$ cat config.mk
export PLATFORM = sky130hd
export DESIGN_NAME = moving_average_filter
export DESIGN_NICKNAME = d
export VERILOG_FILES = /design/src/rtl/core/maf_pkg.sv /design/src/rtl/core/moving_average_filter.sv /design/src/rtl/core/maf_ram.sv /design/src/rtl/core/maf_ctrl.sv /design/src/rtl/core/maf_datapath.sv
export SDC_FILE = /design/constraint.sdc
export NUM_CORES = 1
export LEC_CHECK = 0
export BUFFER_PORTS_ARGS = -buffer_cell sky130_fd_sc_hd__buf_4
export CAP_MARGIN = 20
export CORE_UTILIZATION = 45
export CTS_CLUSTER_SIZE = 40
export DETAILED_ROUTE_END_ITERATION = 16
export PLACE_DENSITY = 0.6
export SLEW_MARGIN = 20
export SYNTH_ARGS = -nofsm -noshare
export SYNTH_HDL_FRONTEND = slang
export SYNTH_SLANG_ARGS = --single-unit
$ cat constraint.sdc
create_clock -name clk -period 3.8 [get_ports clk]
set_input_delay 0.38 -clock clk [delete_from_list [all_inputs] [get_ports clk]]
set_output_delay 0.38 -clock clk [all_outputs]
set_load 0.1 [all_outputs]
$ cat src/rtl/core/maf_pkg.sv
// Package for the moving average filter: defaults, register constants,
// controller states and the command and status structs. No dependencies.
package maf_pkg;

  localparam int MAX_WINDOW_DEF  = 64;
  localparam int SAMPLE_BITS_DEF = 12;

  localparam int WINDOW_W = 7;
  localparam logic [WINDOW_W-1:0] WINDOW_RESET = 7'd16;

  typedef enum logic [2:0] {
    ST_IDLE,
    ST_UPDATE,
    ST_LOAD,
    ST_DIVIDE,
    ST_EMIT
  } maf_state_t;

  typedef struct packed {
    logic capture;   // latch the sample and read the entry it replaces
    logic update;    // update the running sum, write the store, advance the index
    logic load;      // form the rounded numerator and load the divider
    logic div_step;  // one restoring division step
    logic emit;      // move the quotient into the output register
  } maf_cmd_t;

  typedef struct packed {
    logic div_done;  // the current step is the last quotient bit
    logic out_free;  // the output register can take a new result
  } maf_status_t;

endpackage

$ cat src/rtl/core/moving_average_filter.sv
// Top level of the boxcar moving average filter.
// Depends on maf_pkg, maf_ctrl, maf_datapath and maf_ram.
//
// Boxcar moving average over the last window_length converter samples. Each
// sample transaction on the s_ side yields exactly one average transaction on
// the m_ side: the running sum of the window divided by the effective window
// length and rounded half up. A window_length of zero acts as one, and values
// above MAX_WINDOW act as MAX_WINDOW. Reset and every write of the window
// register empty the window, so the first averages after either include zeros
// for entries not yet written. The block works on one sample at a time: an
// accepted sample passes through capture with the store read, the sum update
// with the store write, the divider load, the restoring division, which
// produces one quotient bit per cycle, and the hand-off of the result into
// the output register, which waits until the previous result has been
// taken. The next sample can be accepted only after that hand-off. A result
// waiting in the output register does not block the next sample from being
// accepted; only the hand-off of that next result waits for it. The window
// register must be written only while no transaction is in flight.
module moving_average_filter import maf_pkg::*; #(
  parameter int MAX_WINDOW  = MAX_WINDOW_DEF,
  parameter int SAMPLE_BITS = SAMPLE_BITS_DEF
) (
  input  logic                                clk,
  input  logic                                rst,
  // Window length register write port.
  input  logic                                cfg_we,
  input  logic [WINDOW_W-1:0]                 cfg_wdata,
  // Sample stream. s_tdata: sample, then zero padding.
  input  logic                                s_tvalid,
  output logic                                s_tready,
  input  logic [((SAMPLE_BITS+7)/8)*8-1:0]    s_tdata,
  // Average stream. m_tdata: average, then zero padding.
  output logic                                m_tvalid,
  input  logic                                m_tready,
  output logic [((SAMPLE_BITS+7)/8)*8-1:0]    m_tdata
);

  localparam int DATA_W = ((SAMPLE_BITS + 7) / 8) * 8;

  maf_cmd_t               cmd;
  maf_status_t            status;
  logic [SAMPLE_BITS-1:0] average;

  // The controller sequences one sample through the datapath.
  maf_ctrl u_ctrl (
    .clk      (clk),
    .rst      (rst),
    .in_valid (s_tvalid),
    .in_ready (s_tready),
    .status   (status),
    .cmd      (cmd)
  );

  // Bits of s_tdata above the sample width are ignored.
  maf_datapath #(
    .MAX_WINDOW  (MAX_WINDOW),
    .SAMPLE_BITS (SAMPLE_BITS)
  ) u_datapath (
    .clk         (clk),
    .rst         (rst),
    .cfg_we      (cfg_we),
    .cfg_wdata   (cfg_wdata),
    .in_sample   (s_tdata[SAMPLE_BITS-1:0]),
    .cmd         (cmd),
    .status      (status),
    .out_ready   (m_tready),
    .out_valid   (m_tvalid),
    .out_average (average)
  );

  assign m_tdata = DATA_W'(average);

endmodule

$ cat src/rtl/core/maf_ram.sv
// Generic single-write, single-read RAM with a registered read port.
// No dependencies.
module maf_ram #(
  parameter int WIDTH = 12,
  parameter int DEPTH = 64
) (
  input  logic                     clk,
  input  logic                     we,
  input  logic [$clog2(DEPTH)-1:0] waddr,
  input  logic [WIDTH-1:0]         wdata,
  input  logic                     re,
  input  logic [$clog2(DEPTH)-1:0] raddr,
  output logic [WIDTH-1:0]         rdata
);

  logic [WIDTH-1:0] mem [DEPTH];

  always_ff @(posedge clk) begin
    if (we) begin
      mem[waddr] <= wdata;
    end
    if (re) begin
      rdata <= mem[raddr];
    end
  end

endmodule

$ cat src/rtl/core/maf_ctrl.sv
// Controller state machine of the moving average filter.
// Depends on maf_pkg for the state type and the command and status structs.
module maf_ctrl import maf_pkg::*; (
  input  logic        clk,
  input  logic        rst,
  input  logic        in_valid,
  output logic        in_ready,
  input  maf_status_t status,
  output maf_cmd_t    cmd
);

  maf_state_t state, state_next;

  always_ff @(posedge clk) begin
    if (rst) begin
      state <= ST_IDLE;
    end else begin
      state <= state_next;
    end
  end

  always_comb begin
    state_next = state;
    cmd        = '0;
    in_ready   = 1'b0;
    case (state)
      ST_IDLE: begin
        in_ready = 1'b1;
        if (in_valid) begin
          cmd.capture = 1'b1;
          state_next  = ST_UPDATE;
        end
      end
      ST_UPDATE: begin
        cmd.update = 1'b1;
        state_next = ST_LOAD;
      end
      ST_LOAD: begin
        cmd.load   = 1'b1;
        state_next = ST_DIVIDE;
      end
      ST_DIVIDE: begin
        cmd.div_step = 1'b1;
        if (status.div_done) begin
          state_next = ST_EMIT;
        end
      end
      ST_EMIT: begin
        // Hold here until the previous result has been taken.
        if (status.out_free) begin
          cmd.emit   = 1'b1;
          state_next = ST_IDLE;
        end
      end
      default: begin
        state_next = ST_IDLE;
      end
    endcase
  end

endmodule

$ cat src/rtl/core/maf_datapath.sv
// Datapath of the moving average filter: window register, sample store,
// running sum, restoring divider and output register.
// Depends on maf_pkg and maf_ram.
module maf_datapath import maf_pkg::*; #(
  parameter int MAX_WINDOW  = MAX_WINDOW_DEF,
  parameter int SAMPLE_BITS = SAMPLE_BITS_DEF
) (
  input  logic                   clk,
  input  logic                   rst,
  input  logic                   cfg_we,
  input  logic [WINDOW_W-1:0]    cfg_wdata,
  input  logic [SAMPLE_BITS-1:0] in_sample,
  input  maf_cmd_t               cmd,
  output maf_status_t            status,
  input  logic                   out_ready,
  output logic                   out_valid,
  output logic [SAMPLE_BITS-1:0] out_average
);

  localparam int IDX_W = $clog2(MAX_WINDOW);
  localparam int LEN_W = $clog2(MAX_WINDOW + 1);
  localparam int SUM_W = SAMPLE_BITS + IDX_W;
  localparam int NUM_W = SUM_W + 1;
  localparam int DEN_W = LEN_W + 1;
  localparam int REM_W = LEN_W + 2;
  localparam int CNT_W = $clog2(SAMPLE_BITS);
  localparam int CMP_W = (LEN_W > WINDOW_W) ? LEN_W : WINDOW_W;

  logic [WINDOW_W-1:0]    window;
  logic [LEN_W-1:0]       len;
  logic [IDX_W-1:0]       wr_index;
  logic                   filled;
  logic [SUM_W-1:0]       sum;
  logic [SAMPLE_BITS-1:0] sample_q;
  logic [SAMPLE_BITS-1:0] rd_data;
  logic [SAMPLE_BITS-1:0] old_sample;
  logic [LEN_W-1:0]       idx_inc;
  logic [NUM_W-1:0]       numerator;
  logic [REM_W-1:0]       rem;
  logic [DEN_W-1:0]       den;
  logic [SAMPLE_BITS-1:0] quo;
  logic [CNT_W-1:0]       cnt;
  logic [REM_W-1:0]       trial;
  logic                   trial_ge;

  // Effective window length: zero acts as one, large values saturate.
  always_comb begin
    if (window == '0) begin
      len = LEN_W'(1);
    end else if (CMP_W'(window) > CMP_W'(MAX_WINDOW)) begin
      len = LEN_W'(MAX_WINDOW);
    end else begin
      len = LEN_W'(CMP_W'(window));
    end
  end

  maf_ram #(
    .WIDTH (SAMPLE_BITS),
    .DEPTH (MAX_WINDOW)
  ) u_store (
    .clk   (clk),
    .we    (cmd.update),
    .waddr (wr_index),
    .wdata (sample_q),
    .re    (cmd.capture),
    .raddr (wr_index),
    .rdata (rd_data)
  );

  // The store fills in index order after a clear, so the entry under the
  // write index holds a real sample only once the index has wrapped.
  assign old_sample = filled ? rd_data : '0;
  assign idx_inc    = LEN_W'(wr_index) + LEN_W'(1);
  assign numerator  = {sum, 1'b0} + NUM_W'(len);
  assign trial      = {rem[REM_W-2:0], quo[SAMPLE_BITS-1]};
  assign trial_ge   = trial >= REM_W'(den);

  always_ff @(posedge clk) begin
    if (rst) begin
      window   <= WINDOW_RESET;
      sum      <= '0;
      wr_index <= '0;
      filled   <= 1'b0;
    end else if (cfg_we) begin
      window   <= cfg_wdata;
      sum      <= '0;
      wr_index <= '0;
      filled   <= 1'b0;
    end else if (cmd.update) begin
      sum <= sum - SUM_W'(old_sample) + SUM_W'(sample_q);
      if (idx_inc >= len) begin
        wr_index <= '0;
        filled   <= 1'b1;
      end else begin
        wr_index <= IDX_W'(idx_inc);
      end
    end
  end

  always_ff @(posedge clk) begin
    if (cmd.capture) begin
      sample_q <= in_sample;
    end
    if (cmd.load) begin
      // The quotient fits in SAMPLE_BITS bits, so the high part of the
      // numerator already lies below the divisor.
      rem <= REM_W'(numerator[NUM_W-1:SAMPLE_BITS]);
      quo <= numerator[SAMPLE_BITS-1:0];
      den <= {len, 1'b0};
      cnt <= CNT_W'(SAMPLE_BITS - 1);
    end else if (cmd.div_step) begin
      rem <= trial_ge ? (trial - REM_W'(den)) : trial;
      quo <= {quo[SAMPLE_BITS-2:0], trial_ge};
      cnt <= cnt - CNT_W'(1);
    end
    if (cmd.emit) begin
      out_average <= quo;
    end
  end

  always_ff @(posedge clk) begin
    if (rst) begin
      out_valid <= 1'b0;
    end else if (cmd.emit) begin
      out_valid <= 1'b1;
    end else if (out_ready) begin
      out_valid <= 1'b0;
    end
  end

  assign status.div_done = (cnt == '0);
  assign status.out_free = !out_valid || out_ready;

endmodule

==> results of run 1 <==
[layout by cell type, fill, tap and decap left out, drive strengths merged, types with 42 or more instances in the layout]
cell type / n
edfxtp: 830
buf: 232
nor2: 148
clkbuf: 113
mux2i: 111
nand2: 96
inv: 79
a221oi: 77
o21ai: 75
mux4: 74
a21oi: 60
o22ai: 50
mux2: 44
clkinv: 44
ha: 42
[logic make-up (layout without fill, tap and decap cells)]
family,Yosys count,after routing
adders and majority gates,58,58
other,1,4
muxes,229,229
buffers and inverters,204,500
and+or+nand+nor,382,382
DFF,871,871
xor gates and xnor gates,36,36
AOI/OAI and AO/OA,419,419
[power groups by stage]
| stage | combinational, mW | clock (mW) | sequential (mW) |
|---|---|---|---|
| after floorplan | 0.788 | 0 | 11.0 |
| final | 1.36 | 8.60 | 10.8 |
| after CTS | 1.35 | 8.70 | 10.8 |
| after global routing | 1.48 | 9.08 | 10.8 |
| after global placement | 1.29 | 0 | 11.0 |
| after detailed placement | 1.32 | 0 | 11.0 |
[critical path, stage by stage, from the launching register on]
cell	delay [ns]
dfxtp_1	0.40
and2_1	0.19
fa_1	0.52
inv_1	0.05
ha_1	0.27
a21o_1	0.14
nand4_1	0.14
a21oi_1	0.42
o221ai_1	0.31
or4b_2	0.69
o311ai_0	0.11
[registers in the layout, indices dropped and copies added, names as in the netlist]
| signal | cells |
|---|---|
| u_ctrl.state | 3 |
| u_datapath.cnt | 4 |
| u_datapath.den | 7 |
| u_datapath.filled | 1 |
| u_datapath.out_average | 12 |
| u_datapath.out_valid | 1 |
| u_datapath.quo | 12 |
| u_datapath.rem | 8 |
| u_datapath.sample_q | 12 |
| u_datapath.sum | 18 |
| u_datapath.u_store.mem | 768 |
| u_datapath.u_store.rdata | 12 |
| u_datapath.window | 7 |
| u_datapath.wr_index | 6 |
[path summary, 6_finish.rpt]
check / to / slack, ns / depth (start not counted)
setup / recovery: u_datapath.sum[17] / 0.47 / 10
hold / removal: u_datapath.window[4] / 0.07 / 2
setup reg to reg: u_datapath.sum[17] / 0.47 / 10
hold reg to reg: u_datapath.out_average[7] / 0.46 / 0
[cell type report]
cell class / count / share of cell area [%]
clock buffers: 113 / 5.78
clock inverters: 50 / 1.14
inverters: 80 / 0.723
multi-input cells: 1128 / 22.1
flip-flops and latches: 871 / 62.0
well taps: 1050 / 3.16
repair buffers: 257 / 5.03
[layer usage]
layer  wire, um  up-vias  track usage (%)  share of wire, %
li1           -     9148                -                 -
met3       8700      221             4.50               8.7
met4       3820        2             8.88               3.8
met5         13        -                0             0.013
met2      47200     1086             39.6                47
met1      40500    10900             34.5                40
[repair_timing]
action                    in CTS  in global routing
hold endpoints to repair      20                  0
buffers inserted               0                  0
hold buffers                  25                  0
[through the flow]
stage / power, mW / instances / setup WS (ns) / hold WS (ns) / instance area (um2)
final: 20.7 / 3549 / 0.467 / 0.0693 / 41500
after global routing: 21.3 / 3549 / 0.288 / 0.0584 / 41500
after CTS: 20.8 / 3549 / 0.476 / 0.0364 / 41500
after detailed placement: 12.3 / 3361 / 0.512 / 0.450 / 38400
after global placement: 12.2 / 3360 / 0.536 / 0.451 / 38400
after floorplan: 11.8 / 2203 / 0.172 / 0.426 / 35900
==> results.md, run 1 <==
* Logic gate share of total power at 6.6%
* Status: completed
* RSZ-0062 raised after global routing: no
* Core box area at 79000 um2
* XOR/XNOR Fraction of Synth Area at 0.878%
* Synth Flop Type: edfxtp_1
* CTS clk-pin slew, worst paths at 0.06 ns
* Register area at 25800 um2
* Top cells by count, synth: edfxtp_1 (830), nor2_1 (147), mux2i_1 (111)
* CP startpoint kind: flop
* Leakage power at 14.0 nW
* FMAX at 300 MHz
* H-tree level count at 3
* Gate Count Post-Synth at 2200
* Compound-Gate Fraction of Synth Area at 8.27%
* Mean post-synth cell area at 16.3 um2
* Slew margin rel. at 26.0%
* HPWL after detailed placement at 63.5 mm
* Ys async rst share at 0%
* Area fraction in and, or, nand and nor cells after synthesis at 4.92%
* Fin nets at 2512
* Vias in the first global route at 21400
* Clk buf depth at 3
* First-pass GRT wire length at 147 mm
* Initial antenna violation count at 2
* Fill cell count at 6334
* First-pass DRT Iterations at 7
* Antenna Violating Nets Remaining at 0
* Synth top area cells: edfxtp_1 (69%), mux4_2 (4.6%), mux2i_1 (3.1%)
* Worst Clk Skew at 0.0278 ns
* Die height at 284 um
* Grt ovf at 0
* Crit path capture type: flop
* Die Area at 80900 um2
* Total wire length at 100 mm
* Ant diodes at 0
* Mux share of post-synthesis cell area at 9.13%
* Max-cap viol count at 0
* Layout Area Growth over Synthesis at 15.7%
* Synthesis-stage register bit count at 871
* Share of layout cells above drive strength 1 at 19.8%
* TNS Setup at 0 ns
* WS Path Type: flop to flop
* Required @ worst endpoint at 4.33 ns
* Synthesized cell area at 35900 um2
* Initial Utilization at 45.4%
* Post-synth top area share at 69.4%
* Total number of vias at 21300
* Yosys cell types at 77
* Worst r2r src: u_datapath.filled
* Post-synth EDFFs at 830
* Die W at 284 um
* Sequential power share at 51.9%
* Hold Startpoint: cfg_we
* Sequential share of the synthesized area at 71.7%
* Fin util at 52.6%
* # setup viols final at 0
* Multi-input logic area at 9200 um2
* Final hold vios at 0
* IO Pins at 46
* Data arrival, critical path at 3.87 ns
* Tcrit/Tclk final at 87.7%
* Yosys warnings at 0
* Net load switching power at 4.67 mW
* Slew @ Worst Pin at 1.11 ns
* Clock power frac at 41.5%
* Post-CTS sizing at 0
* GRT Total Usage at 24.9%
* Placement Rows at 103
* Largest family of logic cells by synthesized area: multiplexers
* Worst-Skew Late Latency at 0.66 ns
* Most frequent cell after synthesis: edfxtp_1
* Switching share of total power at 22.5%
* Routability Congestion at 0.921
* Largest net degree at the start of global routing at 65
* Crit-path max FO at 13
* CTS tree: done
* Max Slew Vio Count at 0
* Pwr Density at 499 nW/um2
* Via/cell ratio at 6.01
* DRC violation total after the first TritonRoute iteration at 2553
* DRC Markers at 0
* PortBufs at 37
* Max IR drop VDD at 0.432 mV
* Hold WC Path Type: input port to flop
* Synth area leader: edfxtp_1
* Pint at 16.0 mW
* Fraction of the mapped netlist area in adder cells at 2.30%
* Final min period at 3.33 ns
* WL per Instance at 28.2 um
* Root cell of the clock tree: clkbuf_16
* Total CTS buffers at 90
* CTS sink cnt at 871
* Worst setup startpoint: u_datapath.filled
No activity file was read; power rests on OpenSTA's default activity.
==> inputs of run 2 (changes only) <==
BUFFER_PORTS_ARGS = not set   (was -buffer_cell sky130_fd_sc_hd__buf_4)
CTS_CLUSTER_SIZE = 24   (was 40)
DONT_BUFFER_PORTS = 1   (was not set)
==> run 2 against run 1 <==
Against the previous run:
- maximum frequency decreased by 0.17%
- clock power decreased by 0.5%
- utilization decreased by 0.40 points
- register-to-register slack about the same
- flip-flop and latch count unchanged
- first-iteration DRC count decreased by 0.94%
- critical path depth decreased by 3
- worst setup slack got worse by 0.0057 ns
- combinational power about the same
- largest cell class unchanged
- highest routed layer is now met4
==> results.md, run 2 (synthesis gave the netlist of run 1 again) <==
* Status: completed
* Crit-path max FO at 28
* # setup viols final at 0
* Largest register FFs at 768
* Max IR drop VDD at 0.364 mV
* FMAX at 300 MHz
* Most frequent cells in the layout: edfxtp_1 (830), buf_4 (185), nor2_1 (146)
* Slew margin rel. at 26.6%
* Via/cell ratio at 6.05
* Pint at 16.0 mW
* Placed insts at 3320
* Hold WC Path Type: input port to flop
* Slew @ Worst Pin at 1.10 ns
* GRT Total Usage at 24.7%
* Core box area at 79000 um2
* Switching share of total power at 22.7%
* Die W at 284 um
* TNS Setup at 0 ns
* Worst-Skew Late Latency at 0.66 ns
* Initial antenna violation count at 0
* RSZ-0062 raised after global routing: no
* CTS clk-pin slew, worst paths at 0.06 ns
* Placement Rows at 103
* Layout Area Growth over Synthesis at 14.8%
* Total number of vias at 21300
* WS Path Type: flop to flop
* H-tree level count at 3
* CTS sink cnt at 871
* CP dominant cell by count: a21oi_1
* Fin nets at 2474
* CTS Hold Bufs at 27
* Total wire length at 99.5 mm
* WL per Instance at 28.3 um
* HPWL after detailed placement at 63.0 mm
* Crit path capture type: flop
* Tcrit/Tclk final at 87.8%
* Clock power frac at 41.4%
* Die height at 284 um
* Leakage power at 13.8 nW
* Largest net degree at the start of global routing at 65
* CTS tree: done
* Pwr Density at 501 nW/um2
* Commonest non-fill, non-tap cell in the layout: edfxtp_1
* CP top delay family: compound AO/OA/AOI/OAI gates
* Largest registers: u_datapath.u_store.mem: 768 flops, u_datapath.sum: 18 flops
* Logic gate share of total power at 6.5%
* Worst hold slack at 0.107 ns
* First-pass GRT wire length at 146 mm
* PortBufs at 0
* Top reg by flops: u_datapath.u_store.mem
* Slowest cell on the critical path: dfxtp_4
* Antenna Violating Nets Remaining at 0
* Post-CTS sizing at 0
* Grt ovf at 0
* Vias in the first global route at 21100
* Net load switching power at 4.69 mW
* IO Pins at 46
* Crit path buf inv count at 1
* Total CTS buffers at 91
* Final cell count without fillers at 3515
* Initial Utilization at 45.4%
* Data arrival, critical path at 3.71 ns
* Root cell of the clock tree: clkbuf_16
* Max-cap viol count at 0
* CP startpoint kind: flop
* Share of layout cells above drive strength 1 at 18.8%
* DRC violation total after the first TritonRoute iteration at 2529
* Final hold vios at 0
* Routability Congestion at 0.932
* Final min period at 3.34 ns
* Clk buf depth at 3
* Crit-path max cell delay at 0.72 ns
* Required @ worst endpoint at 4.18 ns
* Die Area at 80900 um2
* Post-CTS setup buffer count at 0
* Worst Clk Skew at 0.0384 ns
* DRC Markers at 0
* CP cell instances: buf_4 -> mux2_2 -> a221o_1 -> o21ai_0 -> a21oi_1 -> a21oi_1 -> or4b_1
* Max Slew Vio Count at 0
* Sequential power share at 52.1%
* Flop2flop setup slack at 0.46 ns
* First-pass DRT Iterations at 7
==> run 2: changes by cell type in the layout (fill, tap and decap cells not counted), moves of 2 or more <==
cell,change
buf_4,-39
clkinv_2,+8
clkbuf_1,-6
inv_6,+3
clkinv_16,-2
dlygate4sd3_1,+2
nor2b_1,+2
nor2b_2,-2
nor3_2,-2
==> run 2: path summary, 6_finish.rpt <==
check | start | endpoint | depth (start not counted)
min reg2reg | u_datapath.quo[3] | u_datapath.out_average[3] | 0
max | u_datapath.wr_index[2] | u_datapath.u_store.rdata[10] | 7
min | rst | u_datapath.filled | 3
max reg2reg | u_datapath.wr_index[2] | u_datapath.u_store.rdata[10] | 7
==> run 2: stage by stage <==
step	setup slack (ns)	power, mW	util, %	area [um2]
floorplan	0.172	11.8	-	35900
global placement	0.517	12.2	48.2	38100
detailed placement	0.483	12.3	48.2	38100
CTS	0.452	20.8	52.2	41200
global route	0.236	21.3	52.2	41200
finish	0.462	20.7	52.2	41200
==> run 2: final cells by class <==
class / count / area [um2]
fillers: 6401 / 37800
flip-flops and latches: 871 / 25800
multi-input cells: 1128 / 9190
clock buffers: 107 / 2380
repair buffers: 218 / 1780
well taps: 1050 / 1310
clock inverters: 60 / 492
inverters: 80 / 300
diodes: 1 / 2.50
==> run 2: layer usage <==
metal  wire, um  part of all wire (%)  up-vias  global-route usage, %
li1           -                     -     9089                      -
met1      39700                    40    10900                   33.5
met2      47700                    48     1083                   40.4
met3       8160                   8.2      204                   4.11
met4       3900                   3.9        0                   8.87
met5          0                     0        -                      0
==> run 2: power by group through the flow <==
stage	logic, mW	registers (mW)	clock network [mW]
2_1_floorplan	0.788	11.0	0
3_3_place_gp	1.26	11.0	0
3_5_place_dp	1.30	11.0	0
4_1_cts	1.33	10.8	8.67
5_1_grt	1.45	10.8	9.06
6_report	1.34	10.8	8.56
==> run 2: worst reg2reg max path: cells and delay by family (launching register included) <==
kind | cells | cell delay, ns
AO/OA/AOI/OAI | 4 | 0.95
flip-flops | 1 | 0.72
AND/OR/NAND/NOR | 1 | 0.53
buffers and inverters | 1 | 0.47
multiplexers | 1 | 0.38
